File: src/rtl/fdr_pkg.sv
// Shared types, codes and saturation helper for the diffused FDN reverb.
`timescale 1ns / 1ps
package fdr_pkg;

	localparam logic signed [23:0] SMAX = 24'sh7FFFFF;
	localparam logic signed [23:0] SMIN = 24'sh800000;

	localparam logic FUNC_PROCESS = 1'b0;
	localparam logic FUNC_LOAD    = 1'b1;

	typedef enum logic [1:0] {
		REG_DRY_GAIN,
		REG_WET_GAIN,
		REG_FEEDBACK_GAIN,
		REG_AVERAGE_MODE
	} reg_idx_t;

	typedef enum logic [3:0] {
		ST_CLEAR,
		ST_IDLE,
		ST_LOAD,
		ST_DIFF,
		ST_SCALE,
		ST_FBRD,
		ST_CORR,
		ST_FBWR,
		ST_AVGL,
		ST_AVGR,
		ST_DONE
	} state_t;

	typedef struct packed {
		logic               func;
		logic signed [23:0] left_in;
		logic signed [23:0] right_in;
		logic [5:0]         tap_index;
		logic [12:0]        tap_delay;
		logic               tap_flip;
	} req_t;

	typedef struct packed {
		logic signed [23:0] left_out;
		logic signed [23:0] right_out;
	} rsp_t;

	typedef struct packed {
		logic               start;
		logic signed [31:0] num;
	} div_req_t;

	typedef struct packed {
		logic               done;
		logic signed [31:0] q;
	} div_rsp_t;

	function automatic logic signed [23:0] sat24(input logic signed [63:0] v);
		if (v > 64'(SMAX)) return SMAX;
		if (v < 64'(SMIN)) return SMIN;
		return v[23:0];
	endfunction

endpackage

File: src/rtl/fdr_fdiv.sv
// Floor division by twice the channel count, by reciprocal multiply and one correction.
`timescale 1ns / 1ps
module fdr_fdiv
	import fdr_pkg::*;
#(
	parameter int CHANNELS = 8
) (
	input  logic     clk,
	input  logic     arst_n,
	input  div_req_t req,
	output div_rsp_t rsp
);

	localparam longint D2   = 2 * CHANNELS;
	localparam longint KC   = ((64'sd1 <<< 30) + D2 - 1) / D2;
	localparam longint BIAS = KC * D2;
	localparam longint MR   = (64'sd1 <<< 32) / D2;
	localparam logic [31:0] D2_C   = 32'(D2);
	localparam logic [31:0] KC_C   = 32'(KC);
	localparam logic [31:0] BIAS_C = 32'(BIAS);
	localparam logic [31:0] MR_C   = 32'(MR);

	logic v_s1, v_s2, v_s3;
	logic [31:0] u_s1, u_s2, q_s2;
	logic signed [31:0] q_s3;
	logic [63:0] prod;
	logic [31:0] back, rem, qc;

	assign prod = {32'd0, u_s1} * {32'd0, MR_C};
	assign back = q_s2 * D2_C;
	assign rem  = u_s2 - back;
	assign qc   = (rem >= D2_C) ? q_s2 + 32'd1 : q_s2;

	always_ff @(posedge clk or negedge arst_n) begin
		if (!arst_n) begin
			v_s1 <= 1'b0;
			v_s2 <= 1'b0;
			v_s3 <= 1'b0;
		end else begin
			v_s1 <= req.start;
			v_s2 <= v_s1;
			v_s3 <= v_s2;
		end
	end

	// bias keeps the dividend positive; remove its quotient at the end
	always_ff @(posedge clk) begin
		u_s1 <= $unsigned(req.num) + BIAS_C;
		u_s2 <= u_s1;
		q_s2 <= prod[63:32];
		q_s3 <= $signed(qc - KC_C);
	end

	assign rsp.done = v_s3;
	assign rsp.q    = q_s3;

endmodule

File: config.mk
export PLATFORM = sky130hd
export DESIGN_NAME = fdr_fdiv
export DESIGN_NICKNAME = d
export VERILOG_FILES = /design/src/rtl/fdr_pkg.sv /design/src/rtl/fdr_fdiv.sv
export SDC_FILE = /design/constraint.sdc
export NUM_CORES = 1
export LEC_CHECK = 0
export ABC_AREA = 1
export BUFFER_PORTS_ARGS = -buffer_cell sky130_fd_sc_hd__buf_2
export CAP_MARGIN = 10
export CORE_AREA = 3 3 68 70
export CTS_CLUSTER_SIZE = 8
export DETAILED_ROUTE_END_ITERATION = 10
export DIE_AREA = 0 0 71 73
export PLACE_DENSITY = 0.73
export SLEW_MARGIN = 25
export SYNTH_ARGS = -nofsm -noshare
export SYNTH_HDL_FRONTEND = slang
export SYNTH_SLANG_ARGS = --single-unit
File: constraint.sdc
create_clock -name clk -period 1 [get_ports clk]
set_clock_uncertainty 0.05 [all_clocks]
set_input_delay 0.1 -clock clk [delete_from_list [all_inputs] [get_ports clk]]
set_output_delay 0.1 -clock clk [all_outputs]
set_load 0.005 [all_outputs]
==> impl_metrics.ini, run 1 <==
[setup_path]
cp-endpoint = rsp[32]
cp_cell_sequence = buf_2
end_kind = output port
r2r_end = q_s3[27]
worstSetupPathType = register to output port
r2r_start = u_s2[30]
critPathLaunch = v_s3
critPathSlowestCell = dfrtp_1
crit_path_max_incr_delay_ns = 0.36
worstPathRequired_ns = 0.85
worstPathArrival_ns = 0.81
crit_buf_inv = 1
start_kind = register
reg2reg_slack_ns = 0.20
cp.depth = 1
cp_max_fo = 1
crit_family = flip-flops
worst_r2r_path_depth = 3

[detailed_routing]
postRouteAntennaNets = 0
vias = 1005
via_per_inst = 3.93
wire_per_inst_um = 11.1
drc_errors = 0
first_iter_violations = 20
finalWirelength_um = 2850
drt_pass1_iterations = 4

[sta]
fin_setup_tns_ns = 0
setup_violations = 0
max-slew-margin-rel_pct = 93.1
max_freq_ghz = 1.04
post-route-min-period_ns = 0.961
hold_slack_ns = 0.0338
hold_viol_final = 0
slew_violations = 0
fin_crit_sh_pct = 96.1
rsz0062_at_grt = true
setup_slack_ns = 0.0392
worst_pin_slew_ns = 0.104

[synth]
synth_area_um2 = 1850
synth-seq-cells = 88
synth_top_family_by_area = buffers and inverters
syn_nets = 137
synth_mux_area_share_pct = 0
synthAdderAreaFrac_pct = 0.676
yosysMostFrequentCell = dfxtp_1
yosys.area.top_type = dfxtp_1
synth-simple-area-share_pct = 0.743
seq_area_frac_synth_pct = 95.9
synth_xor_area_share_pct = 0
synth_edf_count = 0
synth-compound-area-share_pct = 0
synth_top_cell_area_share_pct = 91.9
ys_warn_count = 0
yosysUniqueCellTypes = 8
synth.area.top_cells = dfxtp_1 92%, dfrtp_1 4.1%, buf_4 1.6%
synthTopCellsByCount = 85 x dfxtp_1, 4 x buf_4, 4 x inv_1, 3 x dfrtp_1, 2 x nand2_1
avgSynthCellArea_um2 = 18.3
synthArstFlopShare_pct = 3.41
postSynthCellCount = 101
ys.flop_type = dfxtp_1

[finish]
drive_gt1_share_pct = 39.3
num_antenna_cells = 0
syn2layout_area_growth_pct = 44.4
seq_area_um2 = 1780
fin_util_pct = 66.4
nets = 237
multiInputGateArea_um2 = 26.3
nFillCells = 309

[power_and_ir_drop]
p_leak_uw = 0.00125
ir_worst_vdd_mv = 1.68
totalPowerFinal_uw = 6050
p_per_area_nw_per_um2 = 2260

[global_route]
grt_max_degree = 16
grt-ovfl-total = 0
antenna_found_initial = 0
grt_pass1_vias = 1063
grt_pass1_wl_um = 4690
track_usage_pct = 13.0

[run]
drv_cap = 0

[placement]
post-place-ws_ns = 0.207
gp_congestion = 0.709
io_buffers = 63
dp_hpwl_um = 1840

[cts]
post_cts_buffers = 0
clock_sinks = 88
cts_buffer_depth = 2
cts_buffers = 9
path_clk_slew_ns = 0.08
cts_tree = done
clk_latency_ns = 0.34
cts_max_level = 3
root_buffer = clkbuf_8

[floorplan]
fp-row-count = 23
start_util_pct = 46.0
die_w_um = 71
coreArea_um2 = 4030
dieArea_um2 = 5180
pin_count = 68
die_h_um = 73

[hold_path]
hold_class = input port to asynchronous set/reset pin

[outcome]
outcome = completed
-- placed cells by master, fill, tap and decap left out --
master          n
inv_6           1
inv_2           1
nand2_1         2
clkbuf_8        9
dfxtp_1        84
dfrtp_1         3
clkinv_4        1
ha_1            1
dlygate4sd3_1  30
clkbuf_1        1
clkinvlp_4      3
dfxtp_2         1
nand2_2         1
buf_2          63
inv_1           4
clkinv_2        1
-- area by class of cell --
class                      instances  area share (%)
timing repair buffer              93            23.0
sequential                        88            66.5
clock buffer                      10            4.77
multi-input combinational          4           0.983
clock inverter                     6            1.68
inverter                           5           0.702
tap                               50            2.34
-- metal layers --
| layer | global-route usage, % | vias to the layer above | wire length (um) |
|---|---|---|---|
| li1 | - | 500 | - |
| met1 | 10.4 | 447 | 878 |
| met2 | 22.6 | 50 | 1640 |
| met3 | 9.37 | 8 | 258 |
| met4 | 8.14 | 0 | 76 |
| met5 | 0 | - | 0 |
-- power breakdown --
| part | internal (uW) | switching, uW | total (uW) |
|---|---|---|---|
| Combinational | 170 | 77.9 | 248 |
| Clock | 909 | 1150 | 2060 |
| Sequential | 3700 | 44.5 | 3740 |
| Total | 4780 | 1270 | 6050 |
-- registers in the layout, indices dropped and copies added (netlist names) --
| name | flops |
|---|---|
| q_s3 | 29 |
| u_s1 | 28 |
| u_s2 | 27 |
| q_s2 | 1 |
| v_s1 | 1 |
| v_s2 | 1 |
| v_s3 | 1 |
-- stage by stage --
stage | instance area, um^2 | cells
floorplan | 1850 | 101
global placement | 2200 | 210
detailed placement | 2200 | 210
CTS | 2670 | 256
global route | 2670 | 256
finish | 2670 | 256
-- worst min-delay path by stage --
stage | cells after the start | slack (ns) | end | from
CTS | 2 | 0.02 | v_s3 | arst_n
global placement | 1 | -0.15 | v_s1 | arst_n
global route | 2 | 0.03 | v_s3 | arst_n
floorplan | 0 | -0.25 | v_s1 | arst_n
detailed placement | 1 | -0.15 | v_s3 | arst_n
finish | 2 | 0.03 | v_s3 | arst_n
-- logic make-up after synthesis --
group / Yosys count
adders and majority gates: 1
buffers and inverters: 9
DFF: 88
and+or+nand+nor: 3
-- what timing repair did --
item                                    4_1_cts  5_1_grt
hold buffers                                 30        0
endpoints found under the hold margin        32        0
resized for setup                             0        1
endpoints found under the setup margin        0        5
Power figures use the tool's default switching activity.
==> inputs of run 2 (changes only) <==
- CORE_AREA: 3 3 68 70 -> 3 3 67 69
- DIE_AREA: 0 0 71 73 -> 0 0 70 72
- PLACE_DENSITY: 0.73 -> 0.75
- clock period: 1 -> 1.2 ns (I/O delays scaled with it)
==> run 2 against run 1 <==
Compared with the run above:
- critical endpoint is now rsp[29]
- setup slack improved by 0.18 ns
- register-to-register slack improved by 0.19 ns
- critical path depth unchanged
==> impl_metrics.ini, run 2 (same netlist as run 1, synthesis figures left out) <==
[sta]
max_freq_ghz = 1.02
setup_violations = 0
max-slew-margin-rel_pct = 92.6
hold_slack_ns = 0.0594
hold_viol_final = 0
worst_pin_slew_ns = 0.111
fin_crit_sh_pct = 82.1
rsz0062_at_grt = false
post-route-min-period_ns = 0.985
fin_setup_tns_ns = 0
slew_violations = 0

[setup_path]
start_kind = register
critPathSlowestCell = dfxtp_1
cp_max_fo = 4
worstPathRequired_ns = 1.03
crit_path_max_incr_delay_ns = 0.36
cp_cell_sequence = buf_2
crit_buf_inv = 1
crit_family = flip-flops
worst_r2r_path_depth = 3
end_kind = output port
cp.depth = 1
worstPathArrival_ns = 0.81
worstSetupPathType = register to output port

[floorplan]
die_w_um = 70
pin_count = 68
start_util_pct = 46.6
fp-row-count = 23
coreArea_um2 = 3970
dieArea_um2 = 5040
die_h_um = 72

[detailed_routing]
via_per_inst = 3.88
postRouteAntennaNets = 0
first_iter_violations = 17
wire_per_inst_um = 10.2
drt_pass1_iterations = 3
drc_errors = 0
finalWirelength_um = 2600
vias = 994

[placement]
gp_congestion = 0.689
io_buffers = 63

[cts]
path_clk_slew_ns = 0.08
cts_buffers = 9
clock_sinks = 88
ctsResizeCount = 0
clk_latency_ns = 0.33
root_buffer = clkbuf_8
cts_max_level = 3
cts_tree = done
cts_buffer_depth = 2

[power_and_ir_drop]
ir_worst_vdd_mv = 1.51
p_per_area_nw_per_um2 = 1990
p_leak_uw = 0.00128

[global_route]
track_usage_pct = 11.6
grt_pass1_vias = 955
grt_pass1_wl_um = 4080
grt-ovfl-total = 0
grt_max_degree = 14
antenna_found_initial = 0

[finish]
nets = 237
num_antenna_cells = 0
fin_util_pct = 68.3
drive_gt1_share_pct = 37.9
seq_area_um2 = 1780
reg_top3 = q_s3: 29 flops, u_s1: 28 flops, u_s2: 27 flops
syn2layout_area_growth_pct = 46.6
largest_reg_flops = 29
nFillCells = 274
final_common_cell = dfxtp_1
multiInputGateArea_um2 = 26.3
top_register = q_s3
mostFrequentLayoutCells = 85 x dfxtp_1, 63 x buf_2, 30 x dlygate4sd3_1

[run]
drv_cap = 0

[hold_path]
hold_class = input port to asynchronous set/reset pin

[outcome]
outcome = completed
## run 2: cell count changes in the layout (fill, tap and decap cells not counted)
cell        previous run  this run
clkinvlp_4             3         0
bufinv_16              0         2
clkbuf_1               1         3
clkbuf_8               9        10
clkinv_4               1         0
dfxtp_1               84        85
dfxtp_2                1         0
inv_6                  1         0
## run 2: where the power goes
group	internal [uW]	total, uW	switching, uW
sequential	3080	3120	34.7
combinational	142	208	65.4
clock	1230	2080	854
total	4450	5410	954
## run 2: routing by layer
layer,track usage [%],up-vias,wire (um)
li1,-,499,-
met1,9.28,447,945
met2,20.3,43,1440
met3,5.68,5,186
met4,10.9,0,35
met5,0,-,0
## run 2: final timing paths
kind                             to  slack (ns)     start
setup / recovery            rsp[29]        0.22  q_s3[30]
min in group clk            u_s2[4]        0.28   u_s1[4]
hold reg to reg             u_s2[4]        0.28   u_s1[4]
max in group asynchronous      v_s2        0.93    arst_n
hold / removal                 v_s3        0.06    arst_n
setup reg to reg           q_s3[27]        0.39  u_s2[30]
## run 2: layout make-up
class,instances,share of cell area [%]
Timing Repair Buffer,93,22.7
Clock inverter,3,2.40
Multi-Input combinational cell,4,0.968
Inverter,5,0.692
Sequential cell,88,65.5
Clock buffer,13,5.49
Tap cell,50,2.31
## run 2: timing repair
item	CTS	global route
setup buffers	0	0
endpoints found under the setup margin	0	0
hold buffers	30	0
endpoints found under the hold margin	32	0
## run 2: stage by stage
| stage | cells | power (uW) | instance area [um^2] | setup slack [ns] |
|---|---|---|---|---|
| detailed placement | 210 | 3320 | 2200 | 0.389 |
| CTS | 256 | 5480 | 2710 | 0.192 |
| global route | 256 | 5630 | 2710 | 0.156 |
| global placement | 210 | 3310 | 2200 | 0.421 |
| finish | 256 | 5410 | 2710 | 0.215 |
| floorplan | 101 | 3210 | 1850 | 0.434 |
