==> src/rtl/fdr_ram.sv <==
// Generic simple dual-port RAM with registered read.
`timescale 1ns / 1ps
module fdr_ram #(
	parameter int WIDTH = 24,
	parameter int DEPTH = 64
) (
	input  logic                     clk,
	input  logic                     we,
	input  logic [$clog2(DEPTH)-1:0] waddr,
	input  logic [WIDTH-1:0]         wdata,
	input  logic [$clog2(DEPTH)-1:0] raddr,
	output logic [WIDTH-1:0]         rdata
);

	logic [WIDTH-1:0] mem [DEPTH];

	always_ff @(posedge clk) begin
		if (we) begin
			mem[waddr] <= wdata;
		end
	end

	always_ff @(posedge clk) begin
		rdata <= mem[raddr];
	end

endmodule

==> config.mk <==
export PLATFORM = sky130hd
export DESIGN_NAME = fdr_ram
export DESIGN_NICKNAME = d
export VERILOG_FILES = /design/src/rtl/fdr_ram.sv
export SDC_FILE = /design/constraint.sdc
export NUM_CORES = 1
export LEC_CHECK = 0
export BUFFER_PORTS_ARGS = -buffer_cell sky130_fd_sc_hd__buf_2
export CAP_MARGIN = 20
export CORE_ASPECT_RATIO = 2
export CORE_MARGIN = 3
export CORE_UTILIZATION = 50
export DETAILED_ROUTE_END_ITERATION = 8
export GPL_ROUTABILITY_DRIVEN = 0
export GPL_TIMING_DRIVEN = 0
export PLACE_DENSITY = 0.65
export SLEW_MARGIN = 20
export SYNTH_ARGS = -nofsm -noshare
export SYNTH_HDL_FRONTEND = slang
export SYNTH_SLANG_ARGS = --single-unit
==> constraint.sdc <==
create_clock -name clk -period 4.08 [get_ports clk]
set_clock_uncertainty 0.2 [all_clocks]
set_input_delay 0.816 -clock clk [delete_from_list [all_inputs] [get_ports clk]]
set_output_delay 0.816 -clock clk [all_outputs]
set_load 0.005 [all_outputs]
==> results.txt, run 1 <==
----------------------------------------------------
[STA]
  Setup repair after global routing missed its margin ... no
  Fin. max-slew vios ... 0
  Post-route worst setup slack ... -0.002296 ns
  Final period utilization ... 1.001
  Shortest clock period the worst path allows after layout ... 4.082 ns
  Hold violation total from the final report ... 0
  Final worst hold slack ... 0.4430 ns
  Slew @ Worst Pin ... 1.140 ns
  Max transition margin ... 0.2403
  Final setup violating endpoints ... 1
  Fmax achieved ... 245.0 MHz

[Detailed routing]
  Overall routed net length ... 160900 um
  Drc violations ... 0
  Average via count per standard cell ... 6.381
  Average wire length per cell after detail routing ... 35.67 um
  Total number of vias ... 28789
  TritonRoute pass-1 iters ... 6
  Routed wl met2 ... 85750 um
  Routed met3 length ... 10210 um
  Highest Signal Layer ... met5
  Antenna-violating nets left ... 0
  Iteration-0 DRC count of the detailed router ... 3888
  Post-Route M1 WL ... 50020 um

[Synthesis]
  Flop and latch count out of synthesis ... 1560
  Most instantiated flip-flop cell in the synthesis netlist ... sky130_fd_sc_hd__edfxtp_1
  Post-Synthesis Net Count ... 2648
  Syn Inst Count ... 2610
  Count of unique library cells instantiated by Yosys ... 40
  Fraction of registers with async set/reset ... 0
  Sequential element share of the synthesized area ... 0.7860
  Netlist area before placement ... 0.05930 mm^2
  Count of flip-flops with a built-in enable after synthesis ... 1536
  Area fraction of the dominant cell type after synthesis ... 0.7779
  Warning count from the yosys run ... 0
  Per-instance average area after synthesis ... 22.72 um^2
  Library cell with the largest summed area after synthesis ... sky130_fd_sc_hd__edfxtp_1
  Synth top area cells ... sky130_fd_sc_hd__edfxtp_1 (78%), sky130_fd_sc_hd__mux4_2 (13%), sky130_fd_sc_hd__mux2i_1 (1.6%)

[Worst setup path]
  Critical path, cell by cell ... buf_2, buf_2, buf_2, clkbuf_1, clkbuf_1, a221oi_2, buf_4, a31oi_1, o21a_1
  Sort of element at the start of the critical path ... input pin
  Req. time, crit path ... 4.55 ns
  Arrival time of the worst setup path ... 4.56 ns
  Most frequent cell on the critical path ... sky130_fd_sc_hd__buf_2
  Largest fanout of any net on the critical path ... 10
  Delay of the slowest cell on the worst path ... 0.83 ns
  Endpoint type of the worst setup path ... register
  Startpoint-to-endpoint class of the critical path ... input pin to register
  Max stage delay cell, worst path ... sky130_fd_sc_hd__clkbuf_1

[Power and ir drop]
  Post-route total power ... 0.03231 W
  Worst vdd ir ... 381.7 uV
  Ratio of total power to cell area ... 474.8 mW/mm^2
  Leakage power of the design ... 21.24 nW

[CTS]
  Number of buffers created by CTS ... 132
  Post-cts resize count ... 0
  Sink Count ... 1560
  Root buf cell ... sky130_fd_sc_hd__clkbuf_16
  Maximum root-to-sink buffer count ... 3
  # H-tree levels ... 4
  TritonCTS clock tree ... built
  Setup Buffers After CTS ... 0
  CTS hold repair buffers ... 0
  Clock Latency Late Sink ... 0.76 ns
  Clock-pin slew reported for the worst setup and hold paths after clock tree synthesis ... 0.07 ns

[Final layout]
  Layout overhead on the synthesized area ... 14.75%
  Final nets ... 2912
  Non-filler instance count after layout ... 4512
  Layout cells sized above 1 ... 0.2993
  Final design utilization ... 0.5786

[Place]
  Worst slack at placement ... -0.5785 ns
  HPWL after detailed placement ... 109500 um
  Number of placed instances, taps included ... 4270
  Number of buffers added on ports ... 54

[Global route]
  Largest net degree at the start of global routing ... 65
  Total global routing overflow ... 0
  Global Route Usage Sum ... 0.2650
  Initial antenna violation count ... 14
  Via count of the first global-routing pass ... 30271
  Global-route wire length before repair ... 226300 um

[Hold path]
  Type of the worst min-delay path ... input pin to register

[Floorplan]
  Area enclosed by the die boundary ... 0.1230 mm^2
  Standard-cell rows ... 178
  Num ports ... 62
  Chip Width ... 249.5 um
  Height of the die ... 493.0 um
  Initial standard-cell utilization of the core ... 0.5042
  Core Area ... 0.1176 mm^2

[Run status]
  Status ... finished, violations left
  Failing checks ... setup timing

[Flow run]
  Maximum Capacitance Violations ... 0

----------------------------------------------------
## placed cells by master (no fill, tap or decap), drive strengths merged, types with 16 or more instances in the layout
cell type,instances
o21ai,18
a22oi,29
clkinv,43
buf,227
nor2,80
nand2,36
mux2i,95
a221oi,52
o22ai,53
and3,16
clkbuf,214
nand3,20
mux4,355
edfxtp,1536
dfxtp,24
a21oi,22
mux2,53
## worst paths after layout
kind                    start          end  slack (ns)  cells after the start
setup / recovery     raddr[1]    rdata[14]      -0.002                      9
hold reg to reg   mem[34][22]    rdata[22]        0.81                      4
hold / removal      wdata[19]  mem[46][19]        0.44                      1
setup reg to reg   mem[55][2]     rdata[2]        1.28                      5
## synth_stat cells, drive strengths merged, types with 2 or more instances
cell and count:
a221o 4, mux2i 95, mux4 355, dfxtp 24, nor3 2, nand3 20
a221oi 52, mux2 53, nand2b 6, nand3b 3, o21ai 18, a21oi 22
nor2b 9, nor2 80, o22ai 53, nand2 36, edfxtp 1536, buf 97
clkbuf 45, or2 3, a22oi 29, o211ai 2, and3 16, nand4 2
and2 4, o21a 13, a31oi 13, or3b 3, or3 10
## state kept, by name, indices dropped and copies added, names as in the netlist
signal / cells
mem: 1536
rdata: 24
## per-layer routing
| layer | up-vias | GRT usage |
|---|---|---|
| met4 | 2 | 0.2014 |
| met2 | 1416 | 0.4698 |
| met3 | 450 | 0.04249 |
| li1 | 11638 | - |
| met1 | 15283 | 0.2834 |
| met5 | - | 0 |
## final cells by class
type                            count  area [um^2]
Inverter                            2        7.507
Timing Repair Buffer              130         1963
Buffer                            142        769.5
Clock buffer                      169         3643
Tap cell                         1530         1914
Fill cell                        8406        49550
Antenna cell                        5        12.51
Clock inverter                     68        679.4
Sequential cell                  1560        46600
Multi-Input combinational cell    906        12450
## kinds of logic (layout without fill, tap and decap cells)
family                 after synthesis  after routing  share of synthesized area
AO/OA/AOI/OAI                      207            207                    0.02441
buffers and inverters              144            511                    0.01310
flip-flops                        1560           1560                     0.7860
multiplexers                       503            503                     0.1609
other                                0              5                          0
AND/OR/NAND/NOR                    196            196                    0.01557
## power breakdown
part           internal, W  leakage, nW  switching (W)
Combinational     0.000617         5.14        0.00121
Clock              0.00711         2.08        0.00561
Sequential          0.0177         14.0      0.0000333
## per-stage QoR
stage          instance area [um^2]  setup TNS [ns]
3_3_place_gp                  61480         -568.09
6_report                      68040       -0.002296
5_1_grt                       68030               0
4_1_cts                       68010               0
2_1_floorplan                 59300               0
3_5_place_dp                  63690          -6.579
## worst max-delay path, delay by kind of cell
family,cells,cell delay (ns)
buf+inv,6,2.86
compound gates,3,0.86
(Power assumes the default switching activity.)
==> run 2: changes to the inputs <==
--- a/config.mk
+++ b/config.mk
@@ -7,13 +7,15 @@
 export LEC_CHECK = 0
 export BUFFER_PORTS_ARGS = -buffer_cell sky130_fd_sc_hd__buf_2
 export CAP_MARGIN = 20
+export CELL_PAD_IN_SITES_DETAIL_PLACEMENT = 0
+export CELL_PAD_IN_SITES_GLOBAL_PLACEMENT = 2
 export CORE_ASPECT_RATIO = 2
-export CORE_MARGIN = 3
+export CORE_MARGIN = 2
 export CORE_UTILIZATION = 50
 export DETAILED_ROUTE_END_ITERATION = 8
 export GPL_ROUTABILITY_DRIVEN = 0
 export GPL_TIMING_DRIVEN = 0
-export PLACE_DENSITY = 0.65
+export PLACE_DENSITY_LB_ADDON = 0.1
 export SLEW_MARGIN = 20
 export SYNTH_ARGS = -nofsm -noshare
 export SYNTH_HDL_FRONTEND = slang
==> constraint.sdc (replaced) <==
create_clock -name clk -period 4.4 [get_ports clk]
set_clock_uncertainty 0.2 [all_clocks]
set_input_delay 0.88 -clock clk [delete_from_list [all_inputs] [get_ports clk]]
set_output_delay 0.88 -clock clk [all_outputs]
set_load 0.005 [all_outputs]
==> results.txt, run 2 (same netlist as run 1, synthesis figures left out) <==
----------------------------------------------------
[STA]
  Fmax achieved ... 233.0 MHz
  Hold violation total from the final report ... 0
  Final setup violating endpoints ... 0
  Shortest clock period the worst path allows after layout ... 4.292 ns
  Slew @ Worst Pin ... 1.165 ns
  Max transition margin ... 0.2232
  Setup repair after global routing missed its margin ... no
  Fin. max-slew vios ... 0
  Final worst hold slack ... 0.4413 ns
  Final period utilization ... 0.9754

[Final layout]
  Most frequent cells in the layout ... sky130_fd_sc_hd__edfxtp_1 (1536), sky130_fd_sc_hd__mux4_2 (355), sky130_fd_sc_hd__clkbuf_16 (142)
  Layout cells sized above 1 ... 0.2967
  Non-filler instance count after layout ... 4510
  Commonest non-fill, non-tap cell in the layout ... sky130_fd_sc_hd__edfxtp_1
  Area of the multi-input gates ... 0.01239 mm^2
  Layout overhead on the synthesized area ... 15.38%
  Largest register FFs ... 1536
  Filler cell count in the final layout ... 8533
  FF/Latch Area ... 0.04660 mm^2
  Register with the highest flop count ... mem
  Final nets ... 2907
  Biggest regs ... mem x1536, rdata x24

[Worst setup path]
  Endpoint type of the worst setup path ... register
  Worst setup slack for register-to-register paths ... 1.76 ns
  Endpoint of the lowest-slack register-to-register path ... rdata[1]
  Sort of element at the start of the critical path ... input pin
  Largest fanout of any net on the critical path ... 10
  Path depth of the worst reg2reg path ... 5
  Arrival time of the worst setup path ... 4.76 ns
  Endpoint of the worst setup timing path ... rdata[19]
  Source of the critical timing path ... raddr[1]
  Startpoint-to-endpoint class of the critical path ... input pin to register
  Reg-to-reg startpoint ... mem[50][1]
  Req. time, crit path ... 4.87 ns

[Power and ir drop]
  Sequential share of power ... 0.537
  Ratio of total power to cell area ... 448.0 mW/mm^2
  Leakage power of the design ... 21.43 nW
  Clock share of power ... 0.409
  Total internal power ... 0.02421 W
  Post-route total power ... 0.03065 W
  Fraction of power spent switching nets ... 0.2102
  Relative contribution of combinational cells to total power ... 0.053
  Switching power of the nets ... 0.006443 W
  Worst vdd ir ... 403.8 uV

[Flow run]
  Maximum Capacitance Violations ... 0

[Detailed routing]
  Iteration-0 DRC count of the detailed router ... 2640
  Overall routed net length ... 162900 um
  Total number of vias ... 28217
  TritonRoute pass-1 iters ... 5
  Drc violations ... 0
  Antenna-violating nets left ... 0
  Average via count per standard cell ... 6.257
  Average wire length per cell after detail routing ... 36.13 um

[CTS]
  Post-cts resize count ... 0
  Sink Count ... 1560
  Setup Buffers After CTS ... 0
  Clock-pin slew reported for the worst setup and hold paths after clock tree synthesis ... 0.06 ns
  TritonCTS clock tree ... built
  CTS hold repair buffers ... 0
  Root buf cell ... sky130_fd_sc_hd__clkbuf_16
  Maximum root-to-sink buffer count ... 3
  Number of buffers created by CTS ... 135
  Clock Latency Late Sink ... 0.76 ns
  # H-tree levels ... 4

[Place]
  HPWL after detailed placement ... 111300 um
  Number of placed instances, taps included ... 4262
  Number of buffers added on ports ... 54

[Hold path]
  Type of the worst min-delay path ... input pin to register

[Global route]
  Global Route Usage Sum ... 0.2753
  Initial antenna violation count ... 10
  Largest net degree at the start of global routing ... 65
  Via count of the first global-routing pass ... 29957
  Global-route wire length before repair ... 228100 um
  Total global routing overflow ... 0

[Run status]
  Status ... completed

[Floorplan]
  Standard-cell rows ... 178
  Chip Width ... 247.5 um
  Initial standard-cell utilization of the core ... 0.5042
  Area enclosed by the die boundary ... 0.1215 mm^2
  Num ports ... 62
  Height of the die ... 491.0 um
  Core Area ... 0.1176 mm^2

----------------------------------------------------
-- run 2: changes by cell type in the layout (fill, tap and decap cells not counted), sizes merged --
cell,previous run,this run
clkbuf,214,219
diode,5,4
bufinv,12,20
clkinv,43,42
buf,227,219
clkinvlp,10,4
inv,5,6
-- run 2: through the flow --
stage          setup WS (ns)  cell area, um^2  utilization  setup TNS, ns
5_1_grt               0.1677            68410       0.5817              0
3_3_place_gp          -1.379            61480       0.5228        -348.24
3_5_place_dp         -0.6277            63750       0.5421         -7.566
4_1_cts               0.2094            68380       0.5815              0
2_1_floorplan         0.7228            59300            -              0
6_report              0.1082            68420       0.5818              0
-- run 2: worst min-delay path by stage --
stage	startpoint	to	slack (ns)	cells after the start
2_1_floorplan	mem[36][22]	rdata[22]	0.57	4
3_3_place_gp	mem[60][22]	rdata[22]	0.74	4
3_5_place_dp	mem[61][22]	rdata[22]	0.74	4
4_1_cts	raddr[5]	rdata[0]	0.36	3
5_1_grt	raddr[5]	rdata[0]	0.42	3
6_report	raddr[5]	rdata[0]	0.44	3
-- run 2: critical path, cell delays in order --
cell	delay, ns
sky130_fd_sc_hd__buf_2	0.15
sky130_fd_sc_hd__buf_2	0.35
sky130_fd_sc_hd__buf_2	0.49
sky130_fd_sc_hd__clkbuf_1	0.91
sky130_fd_sc_hd__clkbuf_1	0.79
sky130_fd_sc_hd__a221oi_1	0.37
sky130_fd_sc_hd__a31oi_1	0.47
sky130_fd_sc_hd__o21a_1	0.30
-- run 2: power by group through the flow --
stage,sequential (W),combinational [W],clock (W)
after floorplan,0.0168,0.000813,0
after global placement,0.0168,0.00157,0
after detailed placement,0.0168,0.00166,0
after CTS,0.0165,0.00166,0.0127
after global routing,0.0165,0.00172,0.0132
final,0.0165,0.00163,0.0125
-- run 2: area by class of cell --
| class | count | area share |
|---|---|---|
| Sequential cell | 1560 | 0.6812 |
| Multi-Input combinational cell | 906 | 0.1811 |
| Clock buffer | 174 | 0.05457 |
| Timing Repair Buffer | 122 | 0.03049 |
| Tap cell | 1530 | 0.02798 |
| Clock inverter | 70 | 0.01317 |
| Buffer | 142 | 0.01127 |
| Antenna cell | 4 | 0.0001463 |
| Inverter | 2 | 0.0001097 |
-- run 2: routing by layer --
layer  global-route usage  share of wire  vias up
met5                    0        0.00029        -
met4               0.1127          0.043        6
met3              0.03441          0.043      305
met2               0.5140           0.57      971
met1               0.3145           0.35    15300
li1                     -              -    11635
